### config.mk
export PLATFORM = sky130hd
export DESIGN_NAME = hsv_to_rgb_unit
export DESIGN_NICKNAME = d
export VERILOG_FILES = /design/src/rtl/core/hsv2rgb_pkg.sv /design/src/rtl/core/hsv2rgb_front.sv /design/src/rtl/core/hsv2rgb_scale.sv /design/src/rtl/core/hsv_to_rgb_unit.sv
export SDC_FILE = /design/constraint.sdc
export NUM_CORES = 2
export LEC_CHECK = 0
export BUFFER_PORTS_ARGS = -buffer_cell sky130_fd_sc_hd__buf_2
export CAP_MARGIN = 10
export CORE_MARGIN = 2
export CORE_UTILIZATION = 51
export CTS_BUF_LIST = sky130_fd_sc_hd__clkbuf_4 sky130_fd_sc_hd__clkbuf_8
export CTS_CLUSTER_SIZE = 28
export DETAILED_ROUTE_END_ITERATION = 10
export PLACE_DENSITY = 0.67
export SETUP_SLACK_MARGIN = 0.3
export SLEW_MARGIN = 15
export SYNTH_ARGS = -nofsm -noshare
export SYNTH_HDL_FRONTEND = slang
export SYNTH_SLANG_ARGS = --single-unit
### constraint.sdc
create_clock -name clk -period 7.81 [get_ports clk]
set_input_delay 0.781 -clock clk [delete_from_list [all_inputs] [get_ports clk]]
set_output_delay 0.781 -clock clk [all_outputs]
set_load 0.02 [all_outputs]
### src/rtl/core/hsv2rgb_pkg.sv
// Shared types, constants and width helpers for the HSV to RGB converter.
// Depends on nothing; every other file of the converter imports it.
package hsv2rgb_pkg;

  localparam int CHAN_W      = 8;
  localparam int PCT_FULL    = 100;
  localparam int HUE_FULL    = 360;
  localparam int SECTOR_DEG  = 60;
  localparam int NUM_SECTORS = 6;

  // Scaled quotient before the final divide by 600000 (= 100 * 100 * 60).
  // It never exceeds 255 * 600000, which fits in 28 bits.
  localparam int             Q_W         = 28;
  localparam int             RECIP_W     = 29;
  localparam int             RECIP_SHIFT = 48;
  // ceil(2^48 / 600000); exact floor division for every quotient below 2^28.
  localparam logic [RECIP_W-1:0] RECIP_MUL = 29'd469124962;

  typedef logic [CHAN_W-1:0] chan_t;

  // 60-degree hue sectors, named by the primaries they run between.
  typedef enum logic [2:0] {
    SEC_RY = 3'd0,
    SEC_YG = 3'd1,
    SEC_GC = 3'd2,
    SEC_CB = 3'd3,
    SEC_BM = 3'd4,
    SEC_MR = 3'd5
  } sector_t;

  typedef struct packed {
    logic    valid;
    logic    err;
    sector_t sector;
  } ctrl_t;

  // Bits for a percent quantity 0 .. 100 * 2^f.
  function automatic int pct_w(int f);
    longint unsigned full;
    full = longint'(PCT_FULL) << f;
    return $clog2(full + 1);
  endfunction

  // Bits for the folded hue fraction 0 .. 60 * 2^f.
  function automatic int frac_w(int f);
    longint unsigned span;
    span = longint'(SECTOR_DEG) << f;
    return $clog2(span + 1);
  endfunction

  // Bits for a channel numerator term 0 .. 6000 * 2^(2f).
  function automatic int inner_w(int f);
    longint unsigned full;
    full = longint'(PCT_FULL * SECTOR_DEG) << (2 * f);
    return $clog2(full + 1);
  endfunction

endpackage

### src/rtl/core/hsv2rgb_front.sv
// Front end of the converter: range check, hue sector and fraction, and the
// per-channel numerator terms. Two register stages. Uses hsv2rgb_pkg.
module hsv2rgb_front #(
  parameter int FRAC_BITS = 6
) (
  input  logic                                            clk,
  input  logic                                            rst_n,
  input  logic                                            take,
  input  logic signed [15:0]                              hue,
  input  logic signed [14:0]                              sat,
  input  logic signed [14:0]                              bri,
  output hsv2rgb_pkg::ctrl_t                              ctrl_o,
  output logic [hsv2rgb_pkg::pct_w(FRAC_BITS)-1:0]        bri_o,
  output logic [hsv2rgb_pkg::inner_w(FRAC_BITS)-1:0]      inner_mid_o,
  output logic [hsv2rgb_pkg::inner_w(FRAC_BITS)-1:0]      inner_lo_o
);
  import hsv2rgb_pkg::*;

  localparam int              V_W     = pct_w(FRAC_BITS);
  localparam int              FRAC_W  = frac_w(FRAC_BITS);
  localparam int              INNER_W = inner_w(FRAC_BITS);
  localparam longint unsigned UNIT    = 64'd1 << FRAC_BITS;
  localparam int              HUE_MAX = int'(HUE_FULL * UNIT);
  localparam int              PCT_MAX = int'(PCT_FULL * UNIT);
  localparam int              SPAN    = int'(SECTOR_DEG * UNIT);

  int                 hue_i;
  int                 sat_i;
  int                 bri_i;
  int                 rem_i;
  logic [2:0]         cnt;
  ctrl_t              ctrl1_nxt;
  logic [FRAC_W-1:0]  frac1_nxt;

  ctrl_t              ctrl1_r;
  logic [V_W-1:0]     sat1_r;
  logic [V_W-1:0]     bri1_r;
  logic [FRAC_W-1:0]  frac1_r;

  ctrl_t              ctrl2_r;
  logic [V_W-1:0]     bri2_r;
  logic [INNER_W-1:0] inner_mid_nxt;
  logic [INNER_W-1:0] inner_lo_nxt;
  logic [INNER_W-1:0] inner_mid_r;
  logic [INNER_W-1:0] inner_lo_r;

  // Stage 1: sector by six parallel threshold compares, then the fraction
  // folded so that odd sectors count down from the sector span.
  always_comb begin
    hue_i = int'(hue);
    sat_i = int'(sat);
    bri_i = int'(bri);
    cnt   = 3'd0;
    for (int k = 1; k <= NUM_SECTORS; k++) begin
      if (hue_i >= k * SPAN) begin
        cnt = cnt + 3'd1;
      end
    end
    rem_i     = hue_i - int'(cnt) * SPAN;
    frac1_nxt = cnt[0] ? FRAC_W'(SPAN - rem_i) : FRAC_W'(rem_i);
    ctrl1_nxt.valid  = take;
    ctrl1_nxt.err    = (hue_i < 0) || (hue_i > HUE_MAX) ||
                       (sat_i < 0) || (sat_i > PCT_MAX) ||
                       (bri_i < 0) || (bri_i > PCT_MAX);
    // Hue of exactly 360 degrees belongs to the last sector.
    ctrl1_nxt.sector = (cnt > 3'd5) ? SEC_MR : sector_t'(cnt);
  end

  always_ff @(posedge clk) begin
    if (!rst_n) begin
      ctrl1_r <= '0;
      ctrl2_r <= '0;
    end else begin
      ctrl1_r <= ctrl1_nxt;
      ctrl2_r <= ctrl1_r;
    end
  end

  // Stage 2: lo term is span * (full - s), mid adds s * frac.
  always_comb begin
    inner_lo_nxt  = INNER_W'(SPAN) * (INNER_W'(PCT_MAX) - INNER_W'(sat1_r));
    inner_mid_nxt = INNER_W'(sat1_r) * INNER_W'(frac1_r) + inner_lo_nxt;
  end

  always_ff @(posedge clk) begin
    sat1_r      <= V_W'(sat_i);
    bri1_r      <= V_W'(bri_i);
    frac1_r     <= frac1_nxt;
    bri2_r      <= bri1_r;
    inner_mid_r <= inner_mid_nxt;
    inner_lo_r  <= inner_lo_nxt;
  end

  assign ctrl_o      = ctrl2_r;
  assign bri_o       = bri2_r;
  assign inner_mid_o = inner_mid_r;
  assign inner_lo_o  = inner_lo_r;

endmodule

### src/rtl/core/hsv2rgb_scale.sv
// One channel of the back end: floor(255 * v * inner / (600000 * 2^(3f))).
// Three register stages: product, scaled quotient, reciprocal divide. Uses hsv2rgb_pkg.
module hsv2rgb_scale #(
  parameter int FRAC_BITS = 6
) (
  input  logic                                       clk,
  input  logic [hsv2rgb_pkg::pct_w(FRAC_BITS)-1:0]   bri,
  input  logic [hsv2rgb_pkg::inner_w(FRAC_BITS)-1:0] inner,
  output hsv2rgb_pkg::chan_t                         chan
);
  import hsv2rgb_pkg::*;

  localparam int V_W     = pct_w(FRAC_BITS);
  localparam int INNER_W = inner_w(FRAC_BITS);
  localparam int P_W     = V_W + INNER_W;
  localparam int SH      = 3 * FRAC_BITS;
  localparam int R_W     = Q_W + RECIP_W;

  logic [P_W-1:0]   prod_r;
  logic [P_W+7:0]   scaled;
  logic [Q_W-1:0]   quo_r;
  logic [R_W-1:0]   rprod;
  chan_t            chan_r;

  // Times 255 as a shift and subtract; the power-of-two part of the
  // denominator is dropped as a shift.
  assign scaled = {prod_r, 8'b0} - (P_W + 8)'(prod_r);
  assign rprod  = R_W'(quo_r) * R_W'(RECIP_MUL);

  always_ff @(posedge clk) begin
    prod_r <= P_W'(bri) * P_W'(inner);
    quo_r  <= scaled[SH +: Q_W];
    chan_r <= rprod[RECIP_SHIFT +: CHAN_W];
  end

  assign chan = chan_r;

endmodule

### src/rtl/core/hsv_to_rgb_unit.sv
// HSV to RGB converter. out_valid rises once a request has passed the front, divide and output stages.
// Throughput: one request per clock cycle; the pipeline never stalls, so busy stays low.
// The rate is set by the six-stage pipeline (two front stages, three divide stages, output).
// Reset (rst_n low, synchronous) clears all valid bits; data registers are not reset.
// Uses hsv2rgb_pkg, hsv2rgb_front and hsv2rgb_scale.
module hsv_to_rgb_unit #(
  parameter int FRAC_BITS = 6
) (
  input  logic               clk,
  input  logic               rst_n,
  input  logic               start,
  output logic               busy,
  input  logic signed [15:0] in_hue,
  input  logic signed [14:0] in_saturation,
  input  logic signed [14:0] in_brightness,
  output logic               out_valid,
  output logic [7:0]         out_red,
  output logic [7:0]         out_green,
  output logic [7:0]         out_blue,
  output logic               out_range_error
);
  import hsv2rgb_pkg::*;

  localparam int              V_W     = pct_w(FRAC_BITS);
  localparam int              INNER_W = inner_w(FRAC_BITS);
  localparam longint unsigned UNIT    = 64'd1 << FRAC_BITS;
  // Numerator term of the brightest channel, C + m = v: span * full scale.
  localparam logic [INNER_W-1:0] INNER_HI =
    INNER_W'(longint'(PCT_FULL * SECTOR_DEG) * UNIT * UNIT);
  localparam int              DIV_STAGES = 3;

  // Every channel value is an exact rational over one common denominator,
  // 600000 * 2^(3*FRAC_BITS). The front end finds the hue sector, the folded
  // fraction inside it and the numerator terms of the three channel levels:
  // the highest (C + m), the middle (X + m) and the lowest (m). Each level then
  // goes through its own scale pipeline, which multiplies by v, by 255, drops
  // the power-of-two part of the denominator and divides the rest by a
  // reciprocal multiplication that is exact over the whole quotient range.

  ctrl_t              front_ctrl;
  logic [V_W-1:0]     front_bri;
  logic [INNER_W-1:0] inner_mid;
  logic [INNER_W-1:0] inner_lo;
  chan_t              lvl_hi;
  chan_t              lvl_mid;
  chan_t              lvl_lo;

  ctrl_t              ctrl_pipe_r [DIV_STAGES];
  ctrl_t              ctrl_out;

  logic               out_valid_r;
  logic               out_err_r;
  chan_t              red_r;
  chan_t              green_r;
  chan_t              blue_r;
  chan_t              red_nxt;
  chan_t              green_nxt;
  chan_t              blue_nxt;

  // The receiver cannot hold results off and every stage moves each cycle,
  // so a new request is taken in every cycle.
  assign busy = 1'b0;

  hsv2rgb_front #(
    .FRAC_BITS(FRAC_BITS)
  ) u_front (
    .clk        (clk),
    .rst_n      (rst_n),
    .take       (start),
    .hue        (in_hue),
    .sat        (in_saturation),
    .bri        (in_brightness),
    .ctrl_o     (front_ctrl),
    .bri_o      (front_bri),
    .inner_mid_o(inner_mid),
    .inner_lo_o (inner_lo)
  );

  hsv2rgb_scale #(
    .FRAC_BITS(FRAC_BITS)
  ) u_scale_hi (
    .clk  (clk),
    .bri  (front_bri),
    .inner(INNER_HI),
    .chan (lvl_hi)
  );

  hsv2rgb_scale #(
    .FRAC_BITS(FRAC_BITS)
  ) u_scale_mid (
    .clk  (clk),
    .bri  (front_bri),
    .inner(inner_mid),
    .chan (lvl_mid)
  );

  hsv2rgb_scale #(
    .FRAC_BITS(FRAC_BITS)
  ) u_scale_lo (
    .clk  (clk),
    .bri  (front_bri),
    .inner(inner_lo),
    .chan (lvl_lo)
  );

  // Valid, error and sector ride alongside the three divide stages.
  always_ff @(posedge clk) begin
    if (!rst_n) begin
      for (int i = 0; i < DIV_STAGES; i++) begin
        ctrl_pipe_r[i] <= '0;
      end
    end else begin
      ctrl_pipe_r[0] <= front_ctrl;
      for (int i = 1; i < DIV_STAGES; i++) begin
        ctrl_pipe_r[i] <= ctrl_pipe_r[i-1];
      end
    end
  end

  assign ctrl_out = ctrl_pipe_r[DIV_STAGES-1];

  // The sector decides which level lands on which primary. An out-of-range
  // request gives black.
  always_comb begin
    red_nxt   = lvl_hi;
    green_nxt = lvl_lo;
    blue_nxt  = lvl_mid;
    unique case (ctrl_out.sector)
      SEC_RY: begin
        red_nxt = lvl_hi;  green_nxt = lvl_mid; blue_nxt = lvl_lo;
      end
      SEC_YG: begin
        red_nxt = lvl_mid; green_nxt = lvl_hi;  blue_nxt = lvl_lo;
      end
      SEC_GC: begin
        red_nxt = lvl_lo;  green_nxt = lvl_hi;  blue_nxt = lvl_mid;
      end
      SEC_CB: begin
        red_nxt = lvl_lo;  green_nxt = lvl_mid; blue_nxt = lvl_hi;
      end
      SEC_BM: begin
        red_nxt = lvl_mid; green_nxt = lvl_lo;  blue_nxt = lvl_hi;
      end
      SEC_MR: begin
        red_nxt = lvl_hi;  green_nxt = lvl_lo;  blue_nxt = lvl_mid;
      end
      default: begin
        red_nxt = lvl_hi;  green_nxt = lvl_lo;  blue_nxt = lvl_mid;
      end
    endcase
    if (ctrl_out.err) begin
      red_nxt   = '0;
      green_nxt = '0;
      blue_nxt  = '0;
    end
  end

  always_ff @(posedge clk) begin
    if (!rst_n) begin
      out_valid_r <= 1'b0;
    end else begin
      out_valid_r <= ctrl_out.valid;
    end
  end

  always_ff @(posedge clk) begin
    out_err_r <= ctrl_out.err;
    red_r     <= red_nxt;
    green_r   <= green_nxt;
    blue_r    <= blue_nxt;
  end

  assign out_valid       = out_valid_r;
  assign out_range_error = out_err_r;
  assign out_red         = red_r;
  assign out_green       = green_r;
  assign out_blue        = blue_r;

endmodule
After elaboration in Yosys (flattened, before gate mapping). Memory sizes are Yosys's and may differ from the RTL's. Index checks and enable logic that the tools add are counted.

Bits of input ports: 49. Word-level logic and storage cells: 99. Output and inout port bits: 27. Memories kept: 1. Register bits after elaboration: 335. Bits in writable memories: 15.

Add/sub/neg operators: 12. $mul: 9. Reductions and logical operators: 13. Mux-type cells: 16. Order comparisons: 13. Equality and inequality tests: 4. Bitwise logic cells: 4.

Memories: ctrl_pipe_r (depth 3, bits a word 5, read ports 3, clocked after memory_dff 0, wr ports 3, RTL line hsv_to_rgb_unit.sv:48) `ctrl_t ctrl_pipe_r [DIV_STAGES];`.

Operators with widths (number): multiplier 28 x 28 -> 55 bit (second input constant) (3); subtractor 46 x 38 -> 46 bit (3); case mux 8 bit (2 select lines) (3); multiplier 13 x 25 -> 38 bit (1); >= comparator 16 x 15 -> 1 bit (second input constant) (2); >= comparator 16 bit (second input constant) (2); greater-than comparator 15 x 14 -> 1 bit (second input constant) (2); less-than comparator 15 x 1 -> 1 bit (second input constant) (2); multiplier 13 x 17 -> 30 bit (1); adder 25 bit (1); multiplier 13 x 12 -> 25 bit (1); multiplier 4 x 25 -> 17 bit (first input constant) (1); multiplier 13 x 9 -> 22 bit (second input constant) (1); 2-to-1 mux 3 bit (6); >= comparator 16 x 13 -> 1 bit (second input constant) (1); >= comparator 16 x 14 -> 1 bit (second input constant) (1); greater-than comparator 16 bit (second input constant) (1); less-than comparator 16 x 1 -> 1 bit (second input constant) (1); 2-to-1 mux 5 bit (3); OR reduction 2 bit (7); subtractor 13 x 13 -> 14 bit (first input constant) (1); adder 3 x 1 -> 3 bit (second input constant) (4); 2-to-1 mux 12 bit (1); subtractor 12 bit (1); other kinds (12) (21).

Longest topological paths before layout.
Depth after elaboration: 16. Gate-level depth with buffers: 31. Depth with buffers taken out: 30.

Cells and area by module. From an unflattened synthesis, not the netlist that was laid out.

Cells, all modules: 9544. Area total of the unflattened synthesis: 88875.2 um^2.

Modules (own cells, without submodules): hsv2rgb_scale at u_scale_hi (times used 1, cells an instance 2781, sequential area each 1481.4 um^2, area each 25819.8 um^2); hsv2rgb_scale at u_scale_mid (times used 1, cells an instance 2797, sequential area each 1481.4 um^2, area each 25788.5 um^2); hsv2rgb_scale at u_scale_lo (times used 1, cells an instance 2708, sequential area each 1481.4 um^2, area each 25276.7 um^2); hsv2rgb_front (times used 1, cells an instance 1052, sequential area each 2062.0 um^2, area each 9947.0 um^2); hsv_to_rgb_unit (times used 1, cells an instance 206, sequential area each 820.8 um^2, area each 2043.2 um^2).

Least setup slack after synthesis. Ideal clock, no wire load.

Path kind: register -> register. Start point: register u_front.sat1_r[0]. End point: register u_front.inner_mid_r[24] (netlist: u_front.inner_mid_o[24]). Clock period less this slack: 6.859 ns. Cell stages (with the launch flop): 30. Setup time: 0.120 ns. Buffers on the path: 1. Required time: 7.690 ns. Setup slack: 0.951 ns. Data arrival time: 6.739 ns. Cells stage by stage: dfxtp_1 clkbuf_1 inv_1 ha_1 xor2_1 inv_1 ha_1 inv_1 fa_1 inv_1 ha_1 a21o_1 a21oi_1 xnor2_1 fa_1 inv_1 fa_1 fa_1 inv_1 fa_1 ha_1 a21o_1 a21oi_1 o21ai_0 o21bai_1 o21a_1 nand2b_1 and4_1 a21oi_1 xnor2_1.

Cells in the longest elaborated chain, start to end: 3. Elaborated cells between the ends (all ways): 4. Classes of those cells: add/sub (2); mul (2).

RTL lines: start: declaration (RTL line hsv2rgb_front.sv:36) `logic [V_W-1:0] sat1_r;`; start signal: assignment (RTL line hsv2rgb_front.sv:86) `sat1_r <= V_W'(sat_i);`; subtractor 13 x 13 -> 14 bit (RTL line hsv2rgb_front.sv:81) `inner_lo_nxt = INNER_W'(SPAN) * (INNER_W'(PCT_MAX) - INNER_W'(sat1_r));`; multiplier 4 x 25 -> 17 bit (RTL line hsv2rgb_front.sv:81); via u_front.inner_lo_nxt[13] (RTL line hsv2rgb_front.sv:43) `logic [INNER_W-1:0] inner_lo_nxt;`; adder 25 bit (RTL line hsv2rgb_front.sv:82) `inner_mid_nxt = INNER_W'(sat1_r) * INNER_W'(frac1_r) + inner_lo_nxt;`; via u_front.inner_mid_nxt[24] (RTL line hsv2rgb_front.sv:42) `logic [INNER_W-1:0] inner_mid_nxt;`; end signal: assignment (RTL line hsv2rgb_front.sv:90) `inner_mid_r <= inner_mid_nxt;`; end: declaration (RTL line hsv2rgb_front.sv:44) `logic [INNER_W-1:0] inner_mid_r;`.

The timed path passes the listed nets, and every way through them passes these cells. A chain may end at the register's enable or synchronous reset.

Worst setup path in the final report.
Start point: register u_scale_hi.quo_r[5]. End point: register u_scale_hi.chan_r[6] (netlist: u_scale_hi.chan[6]).

Cells in the longest elaborated chain, start to end: 1.

RTL lines: start: declaration (RTL line hsv2rgb_scale.sv:21) `logic [Q_W-1:0] quo_r;`; start signal: assignment (RTL line hsv2rgb_scale.sv:32) `quo_r <= scaled[SH +: Q_W];`; multiplier 28 x 28 -> 55 bit (RTL line hsv2rgb_scale.sv:28) `assign rprod = R_W'(quo_r) * R_W'(RECIP_MUL);`; via u_scale_hi.rprod[54] (RTL line hsv2rgb_scale.sv:22) `logic [R_W-1:0] rprod;`; end signal: assignment (RTL line hsv2rgb_scale.sv:33) `chan_r <= rprod[RECIP_SHIFT +: CHAN_W];`; end: declaration (RTL line hsv2rgb_scale.sv:23) `chan_t chan_r;`.

The timed path passes the listed nets, and every way through them passes these cells.

==> results.yml <==
status:
  outcome: "completed"
synth:
  synth.area.mux_share_pct: 0.192
  synth_xor_area_share_pct: 3.74
  yosysSeqAreaShare_pct: 9.12
  yosysWarnings: 0
  synth_compound_area_share_pct: 6.37
  synth_edf_count: 0
  synth_ff_type: "dfxtp_1"
  netlist_area_sq_um: 75000
  avgSynthCellArea_sq_um: 9.52
  synth_top_family_by_area: "adder cells"
  yosys.area_share.simple_pct: 8.63
  synth.distinct_cells: 92
  synthAdderAreaFrac_pct: 59.4
  syn_nets: 10585
  async_flop_share_pct: 0
  syn_inst: 7878
  ys_ff_latch: 342
die:
  io_pins: 76
  dieArea_sq_um: 150000
  fp.dieW_microns: 388
  row_count: 140
  start_util_pct: 51.4
  die_h_microns: 388
  core-area_sq_um: 146000
final_layout:
  seqCellArea_sq_um: 6870
  syn2layout_area_growth_pct: 5.31
  fillers: 13231
  drive_gt1_share_pct: 3.69
  multi_input_area_sq_um: 58900
  final_cell_mix: "inv_1, fa_1, ha_1, nand2_1, dfxtp_1"
  mostFrequentLayoutCell: "inv_1"
  fin_nets: 10585
worst_hold_path:
  whs_path_depth: 1
  min_path_type: "in2reg"
timing:
  slew-limit-headroom_pct: 26.6
  skew_ps: 66.3
  maxSlewViolCount: 0
  hold_viol_final: 0
  worst_pin_slew_ps: 1100
  max_freq_mhz: 136
  finalCritPeriodShare_pct: 94.0
  setup-tns-final_ps: 0
  rsz0062_at_grt: "true"
  finalSetupViolations: 0
  post-route-min-period_ps: 7340
clock_network:
  clock_path_buffers: 3
  path_clk_slew_ps: 60
  numCtsBuffers: 67
  postCtsHoldBufs: 0
  cts_tree: "built"
  clk-insertion-delay-late_ps: 760
  cts_root_buf: "clkbuf_8"
  h-tree-depth: 3
  cts.sink_count: 342
drt:
  first_iter_violations: 2656
  drc: 0
  vias_per_cell: 5.16
  wl_per_cell_microns: 18.6
  first_pass_iters: 5
  vias: 50793
  ant_nets: 0
  wl_microns: 183000
worst_setup_path:
  cp_max_fo: 5
  worstPathRequired_ps: 8450
  worst_setup_path_start_kind: "register"
  arrival_ps: 7980
  reg2reg_depth: 23
  crit_path_end_kind: "register"
  path_class: "reg2reg"
global_route:
  gr-total-overflow: 0
  grt_start_max_net_pins: 41
  globalRouteTotalUtil_pct: 25.3
  antenna_found_initial: 5
  grt_pass1_vias: 55701
  grt_pass1_wl_microns: 300000
placed_design:
  finalWeightedCongestion: 0.962
  numPortBuffers: 74
  dpl.hpwl_microns: 159000
job:
  max-cap-violations: 0
[path summary, 6_finish.rpt]
path                             end  slack (ps)           startpoint
setup reg to reg  u_scale_hi.chan[6]         470  u_scale_hi.quo_r[5]
hold reg to reg     u_front.bri_o[7]         330    u_front.bri1_r[7]
hold / removal     u_front.sat1_r[8]         150     in_saturation[8]
setup / recovery  u_scale_hi.chan[6]         470  u_scale_hi.quo_r[5]
[synth_stat cells (all sizes together), types with 113 or more instances]
cell / number / area share (%)
nand2: 543 / 2.7
clkbuf: 160 / 0.80
a21o: 140 / 1.4
fa: 1507 / 40
dfxtp: 342 / 9.1
inv: 2326 / 12
xnor2: 207 / 2.4
and2: 309 / 2.6
ha: 1151 / 19
a21oi: 185 / 1.2
nor2: 194 / 0.98
xor2: 113 / 1.3
[metrics by stage]
step / hold slack (ps) / setup WS [ps] / cell area, sq um / util, % / instances
floorplan: 310 / 951 / 75000 / - / 7878
global placement: 313 / 248 / 77300 / 53.0 / 9723
detailed placement: 313 / 194 / 77300 / 53.0 / 9723
CTS: 75.4 / 410 / 78900 / 54.1 / 9845
global route: 103 / 240 / 79000 / 54.2 / 9851
finish: 151 / 467 / 79000 / 54.2 / 9851
[area by class of cell]
cell class              instances  area share [%]
well taps                    1917            3.04
inverters                    2327            11.1
diodes                          3         0.00950
flip-flops and latches        342            8.69
clock inverters                36           0.549
repair buffers                101           0.725
clock buffers                  86            1.43
multi-input cells            5039            74.5
[flip-flops by register name, indices dropped and copies added, names as in the netlist]
register             count
out_range_error          1
u_scale_hi.prod_r       22
u_front.inner_lo_o      17
u_scale_mid.chan         8
out_valid                1
u_front.bri_o           13
out_red                  8
u_scale_mid.prod_r      38
u_scale_lo.chan          8
u_scale_hi.chan          8
u_front.inner_mid_o     25
u_scale_lo.quo_r        28
u_front.bri1_r          13
u_front.sat1_r          13
out_blue                 8
out_green                8
u_scale_lo.prod_r       30
u_front.frac1_r         12
u_scale_mid.quo_r       28
u_front.ctrl1_r          5
ctrl_pipe_r             15
u_front.ctrl_o           5
u_scale_hi.quo_r        28
[cell families after synthesis]
group	count (synthesis)
multiplexers	14
other	1
flip-flops	342
AND/OR/NAND/NOR	1334
buffers and inverters	2497
XOR/XNOR	320
AO/OA/AOI/OAI	710
adder cells (fa/ha/maj)	2660
[per-layer routing]
layer	part of all wire, %	GRT usage [%]	up-vias
met4	2.5	6.29	0
met2	46	40.9	1275
met3	5.8	4.15	221
met1	46	35.5	25610
met5	0	0	-
li1	-	-	23687
[worst max-delay path: stages, from the launching register on]
cell and delay, ps:
dfxtp_1 480, inv_1 180, fa_1 570, xor2_1 210, ha_1 200, o21bai_1 190
fa_1 510, fa_1 640, fa_1 450, fa_1 490, inv_1 50, fa_1 470
inv_1 40, ha_1 340, nand3_1 260, nor2_1 220, o2111ai_1 150, o211ai_1 530
o221a_2 420, nor2_1 130, o311ai_4 360, o21a_1 170, nor2_1 50, xnor2_1 110
[repair_timing]
item | in CTS | in global routing
pin swaps | 0 | 2
hold endpoints to repair | 0 | 0
endpoints found under the setup margin | 2 | 9
gates resized for setup | 2 | 17
setup buffers | 0 | 3
Power is left out: the tool's default activity adds up to more than one toggle a clock period on the data nets, which glitch-free logic cannot reach.
